<file path="src/hdl/crr_pkg.sv">
// ----------------------------------------------------------------------------
// crr_pkg
// Shared types and constants of the chained range remap block.
// ----------------------------------------------------------------------------
package crr_pkg;

    localparam int STAGES  = 8;
    localparam int ENTRIES = 64;
    localparam int STAGE_W = $clog2(STAGES);
    localparam int SLOT_W  = $clog2(ENTRIES);
    localparam int IDX_W   = STAGE_W + SLOT_W;
    localparam int DEPTH   = STAGES * ENTRIES;
    localparam int VAL_W   = 64;
    localparam int CNT_W   = 4;
    localparam int MASK_W  = 8;

    // input field widths fixed by the item format
    localparam int CMD_W      = 1;
    localparam int IN_STAGE_W = 3;
    localparam int IN_SLOT_W  = 6;

    // command codes of an input beat
    localparam logic [CMD_W-1:0] CMD_LOAD = 1'b0;
    localparam logic [CMD_W-1:0] CMD_MAP  = 1'b1;

    // operation kinds after classification
    typedef enum logic [1:0] {
        OP_WRITE,
        OP_EMPTY,
        OP_MAP,
        OP_DROP
    } op_kind_t;

    typedef struct packed {
        op_kind_t           kind;
        logic [IDX_W-1:0]   idx;
        logic [VAL_W-1:0]   dest;
        logic [VAL_W-1:0]   src;
        logic [VAL_W-1:0]   len;
        logic [VAL_W-1:0]   value;
    } op_t;

    // one table entry as stored in the ram
    typedef struct packed {
        logic               valid;
        logic [VAL_W-1:0]   dest;
        logic [VAL_W-1:0]   src;
        logic [VAL_W-1:0]   len;
    } entry_t;

    localparam int ENTRY_W = $bits(entry_t);

endpackage

</file>
<file path="src/hdl/crr_ifs.sv">
// ----------------------------------------------------------------------------
// crr_ifs
// Valid/ready channel interfaces for input and result beats.
// ----------------------------------------------------------------------------
interface crr_in_if;
    logic                               valid;
    logic                               ready;
    logic [crr_pkg::CMD_W-1:0]          command;
    logic [crr_pkg::IN_STAGE_W-1:0]     stage;
    logic [crr_pkg::IN_SLOT_W-1:0]      slot;
    logic [crr_pkg::VAL_W-1:0]          dest_start;
    logic [crr_pkg::VAL_W-1:0]          source_start;
    logic [crr_pkg::VAL_W-1:0]          range_length;
    logic [crr_pkg::VAL_W-1:0]          query_value;

    modport source (output valid, command, stage, slot, dest_start, source_start,
                    range_length, query_value, input ready);
    modport sink (input valid, command, stage, slot, dest_start, source_start,
                  range_length, query_value, output ready);
endinterface


</file>
<file path="src/hdl/crr_front.sv">
// ----------------------------------------------------------------------------
// crr_front
// Accepts input beats, classifies them and queues them for the back end.
// ----------------------------------------------------------------------------
module crr_front (
    input  logic            clk,
    input  logic            rst_n,
    crr_in_if.sink          in_ch,
    input  logic            clear_busy,
    output logic            q_valid,
    input  logic            q_ready,
    output crr_pkg::op_t    q_op
);

    crr_pkg::op_t   slot_reg [2];
    logic           wr_ptr_reg;
    logic           rd_ptr_reg;
    logic [1:0]     count_reg;
    crr_pkg::op_t   op_in;
    logic           push;
    logic           pop;

    // classify the incoming beat
    always_comb
    begin
        op_in.idx   = {in_ch.stage[crr_pkg::STAGE_W-1:0], in_ch.slot[crr_pkg::SLOT_W-1:0]};
        op_in.dest  = in_ch.dest_start;
        op_in.src   = in_ch.source_start;
        op_in.len   = in_ch.range_length;
        op_in.value = in_ch.query_value;
        if (in_ch.command == crr_pkg::CMD_MAP)
        begin
            op_in.kind = crr_pkg::OP_MAP;
        end
        else if ((32'(in_ch.stage) >= crr_pkg::STAGES) || (32'(in_ch.slot) >= crr_pkg::ENTRIES))
        begin
            op_in.kind = crr_pkg::OP_DROP;
        end
        else if (in_ch.range_length == '0)
        begin
            op_in.kind = crr_pkg::OP_EMPTY;
        end
        else
        begin
            op_in.kind = crr_pkg::OP_WRITE;
        end
    end

    assign in_ch.ready = (count_reg != 2'd2) && !clear_busy;
    assign push        = in_ch.valid && in_ch.ready;
    assign q_valid     = (count_reg != 2'd0);
    assign pop         = q_valid && q_ready;
    assign q_op        = slot_reg[rd_ptr_reg];

    // two-entry queue payload
    always_ff @(posedge clk)
    begin
        if (push)
        begin
            slot_reg[wr_ptr_reg] <= op_in;
        end
    end

    // queue pointers and fill count
    always_ff @(posedge clk or negedge rst_n)
    begin
        if (!rst_n)
        begin
            wr_ptr_reg <= 1'b0;
            rd_ptr_reg <= 1'b0;
            count_reg  <= 2'd0;
        end
        else
        begin
            if (push)
            begin
                wr_ptr_reg <= !wr_ptr_reg;
            end
            if (pop)
            begin
                rd_ptr_reg <= !rd_ptr_reg;
            end
            count_reg <= count_reg + 2'(push) - 2'(pop);
        end
    end

endmodule

</file>
<file path="src/flat_wrapper.sv">
// flat-port wrapper written by rule: the top's interface ports become plain ports
module crr_front_flat 
  (clk, rst_n, clear_busy, q_valid, q_ready, q_op, in_ch_valid, in_ch_command, in_ch_stage, in_ch_slot, in_ch_dest_start, in_ch_source_start, in_ch_range_length, in_ch_query_value, in_ch_ready);
  crr_in_if in_ch_i ();
  input  logic clk;
  input  logic rst_n;
  input  logic clear_busy;
  output logic q_valid;
  input  logic q_ready;
  output crr_pkg::op_t q_op;
  input wire logic [$bits(in_ch_i.valid)-1:0] in_ch_valid;
  input wire logic [$bits(in_ch_i.command)-1:0] in_ch_command;
  input wire logic [$bits(in_ch_i.stage)-1:0] in_ch_stage;
  input wire logic [$bits(in_ch_i.slot)-1:0] in_ch_slot;
  input wire logic [$bits(in_ch_i.dest_start)-1:0] in_ch_dest_start;
  input wire logic [$bits(in_ch_i.source_start)-1:0] in_ch_source_start;
  input wire logic [$bits(in_ch_i.range_length)-1:0] in_ch_range_length;
  input wire logic [$bits(in_ch_i.query_value)-1:0] in_ch_query_value;
  output wire logic [$bits(in_ch_i.ready)-1:0] in_ch_ready;
  assign in_ch_i.valid = in_ch_valid;
  assign in_ch_i.command = in_ch_command;
  assign in_ch_i.stage = in_ch_stage;
  assign in_ch_i.slot = in_ch_slot;
  assign in_ch_i.dest_start = in_ch_dest_start;
  assign in_ch_i.source_start = in_ch_source_start;
  assign in_ch_i.range_length = in_ch_range_length;
  assign in_ch_i.query_value = in_ch_query_value;
  assign in_ch_ready = in_ch_i.ready;
  crr_front u_core (.clk(clk), .rst_n(rst_n), .in_ch(in_ch_i), .clear_busy(clear_busy), .q_valid(q_valid), .q_ready(q_ready), .q_op(q_op));
endmodule
</file>
<file path="config.mk">
export PLATFORM = sky130hd
export DESIGN_NAME = crr_front_flat
export DESIGN_NICKNAME = d
export VERILOG_FILES = /design/src/hdl/crr_pkg.sv /design/src/hdl/crr_ifs.sv /design/src/hdl/crr_front.sv /design/src/flat_wrapper.sv
export SDC_FILE = /design/constraint.sdc
export NUM_CORES = 1
export LEC_CHECK = 0
export BUFFER_PORTS_ARGS = -buffer_cell sky130_fd_sc_hd__clkbuf_2
export CELL_PAD_IN_SITES_DETAIL_PLACEMENT = 1
export CELL_PAD_IN_SITES_GLOBAL_PLACEMENT = 2
export CORE_MARGIN = 2
export CORE_UTILIZATION = 31
export DETAILED_ROUTE_END_ITERATION = 7
export GPL_ROUTABILITY_DRIVEN = 0
export HOLD_SLACK_MARGIN = 0.06
export PLACE_DENSITY_LB_ADDON = 0.1
export SLEW_MARGIN = 10
export SYNTH_ARGS = -nofsm -noshare
export SYNTH_HDL_FRONTEND = slang
export SYNTH_SLANG_ARGS = --single-unit
export TNS_END_PERCENT = 1
</file>
<file path="constraint.sdc">
create_clock -name clk -period 12.6 [get_ports clk]
set_clock_uncertainty 0.2 [all_clocks]
set_input_delay 1.89 -clock clk [delete_from_list [all_inputs] [get_ports clk]]
set_output_delay 1.89 -clock clk [all_outputs]
set_load 0.02 [all_outputs]
</file>
==> metrics.txt <==
outcome=complete, no violations; clock-pin slew on the worst setup and hold paths=60 ps; core area=0.0627 mm2; Via density=4.42; top post-synthesis cells by area=edfxtp_1 82%, mux2_2 15%, buf_4 0.88%; Detailed Routing Iterations Pass 1=4; max-cap violations=0; critical path, cell by cell=buf_4 -> buf_4 -> mux2_2 -> clkbuf_2; Final min period=6140 ps; Initial Utilization=0.312; r2r startpoint=u_core.count_reg[1]$_DFF_PN0_; element type at the critical path end=primary output; Power Dens Cells=220 mW/mm2; predominant post-synthesis flop cell=edfxtp_1; # setup viols final=0; Post-synth ARST share=0.00743; slowest stage cell on the critical path=dfrtp_4; leak pwr=9.22 nW; Final Slew Violations=0; min-delay src=u_core.count_reg[1]$_DFF_PN0_; post-route setup TNS=0 ps; share of layout cells above drive strength 1=0.596; Slew HR=0.247; Min Hold Slack=325 ps; Layout area overhead=27.9%; Critical Setup Path Class=flip-flop to primary output; I/O pins=540; Detailed Place HPWL=37300 um; worst reg2reg path depth=5; switching share of power=0.315; Netlist cell types=19; # rows=92; Yosys warning total=0; CTS max path bufs=3; count leader, synth=edfxtp_1; Comb power frac=0.287; DR iter-0 viols=515; die height=255 um; setup repair bufs after CTS=0; Synth Instances=873; CP required=10510 ps; Synth Register Bits=538; non-filler instance count after layout=2351; share of the synthesized area in the top cell type=0.818; drt total wl=53400 um; CTS Buf Count=59; number of flops mapped to enable cells by yosys=534; register area share after synthesis=0.824; CTS Sinks=538; crit path DAT=4050 ps; syn_nets=1146; Vias=10400; reg2reg setup slack=8840 ps; Hold WC Path Type=flip-flop to flip-flop; Pwr Total=5.52 mW; # nets final=1726; R2R Path End=u_core.slot_reg[0][142]$_DFFE_PP_; WHS Endpoint=u_core.count_reg[1]$_DFF_PN0_; Max IR drop VDD=0.125 mV; largest net degree at the start of global routing=132; initial antenna violation count=16; Die X=255 um; Mapped Area=0.0196 mm2; cts hold-fix bufs=0; Clk Latency, worst-skew pair=590 ps; Worst Tran Pin Value=1130 ps; biggest area consumer among synthesized cells=edfxtp_1; Max Fclk=163 MHz; Setup Slack @ Placement=6980 ps; CTS tree=built; Root Buffer=clkbuf_16; Clk pwr share=0.292; remaining antenna violation count=0; CTS resizes=0; RSZ-0062 raised after global routing=false; worst-path maximum fanout=73; net switching power=1.74 mW; max incr delay on CP=990 ps; CP startpoint kind=flip-flop; final worst slack=6460 ps; DRC=0; internal power=3.78 mW; Total GRT Usage=0.160; wire length per cell=22.7 um; number of global-route vias before repair=11300; Hold Path Depth=1; Synth Area per Inst=22.4 um2; final hold viol count=0; Post-synth top cells=534 x edfxtp_1, 267 x mux2_2, 23 x buf_4; Congestion Overflow GR=0; H-tree levels=2; Seq pwr share=0.420; Buffers on Ports=539; die area=0.0652 mm2; first-pass GRT wire length=76200 um; max FFs per register=534; crit share post-route=0.488; post-placement cell count=2238; most frequent CP cell=buf_4
-- how the worst max path moves through the flow --
| stage | from | end | slack (ps) | depth (start not counted) |
|---|---|---|---|---|
| after floorplan | clear_busy | u_core.slot_reg[0][0]$_DFFE_PP_ | 2450 | 3 |
| after global placement | u_core.rd_ptr_reg$_DFFE_PN0P_ | q_op[141] | 7000 | 4 |
| after CTS | u_core.rd_ptr_reg$_DFFE_PN0P_ | q_op[140] | 6300 | 4 |
| after detailed placement | u_core.rd_ptr_reg$_DFFE_PN0P_ | q_op[140] | 6980 | 4 |
| final | u_core.rd_ptr_reg$_DFFE_PN0P_ | q_op[140] | 6460 | 4 |
| after global routing | u_core.rd_ptr_reg$_DFFE_PN0P_ | q_op[140] | 6150 | 4 |
-- per-layer routing --
metal | vias up | share of wire | track usage
met1 | 5230 | 0.38 | 0.182
li1 | 4695 | - | -
met2 | 351 | 0.51 | 0.275
met5 | - | 0.0016 | 0
met3 | 90 | 0.082 | 0.0597
met4 | 14 | 0.024 | 0.0544
-- logic make-up after synthesis --
logic type / count (synthesis) / synth area share
flops: 538 / 0.824
mux: 267 / 0.153
buf+inv: 33 / 0.0112
simple gates: 28 / 0.00849
xor+xnor: 4 / 0.00179
fa+ha+maj: 2 / 0.00128
compound gates: 1 / 0.000255
-- area by class of cell --
class                           count  area (um2)
Antenna cell                       11        27.5
Clock buffer                       74        1580
Clock inverter                     28         218
Fill cell                        6219       37700
Inverter                            3        11.3
Multi-Input combinational cell    302        3250
Sequential cell                   538       16100
Tap cell                          846        1060
Timing Repair Buffer              549        2790
-- cell usage in the layout, fill, tap and decap left out, types with 2 or more instances in the layout --
cell	synthesis	final
diode_2	0	11
bufinv_16	0	4
edfxtp_1	534	534
xnor2_1	3	3
inv_1	3	3
clkbuf_2	0	539
clkinv_1	0	18
clkinv_2	0	6
ha_1	2	2
mux2_2	267	267
nand2_1	2	2
dfrtp_1	4	3
clkbuf_16	0	61
buf_4	23	9
nand4_1	3	3
clkbuf_1	0	13
nor4_1	16	16
-- through the flow --
stage | area [um2] | utilization
after floorplan | 19600 | -
after CTS | 25000 | 0.399
after global routing | 25100 | 0.399
after detailed placement | 23200 | 0.371
final | 25100 | 0.400
after global placement | 23200 | 0.371
-- worst max-delay path, delay by kind of cell, from the launching register on --
family / cells / cell delay (ps)
buffers and inverters: 3 / 1850
multiplexers: 1 / 420
flip-flops: 1 / 990
-- power by group through the flow --
stage | combinational, mW | clock [mW] | sequential, mW
4_1_cts | 1.63 | 1.68 | 2.33
3_3_place_gp | 1.62 | 0 | 2.36
5_1_grt | 1.69 | 1.74 | 2.35
2_1_floorplan | 1.12 | 0 | 2.35
6_report | 1.59 | 1.61 | 2.32
3_5_place_dp | 1.62 | 0 | 2.36
No activity file was read; power rests on OpenSTA's default activity.
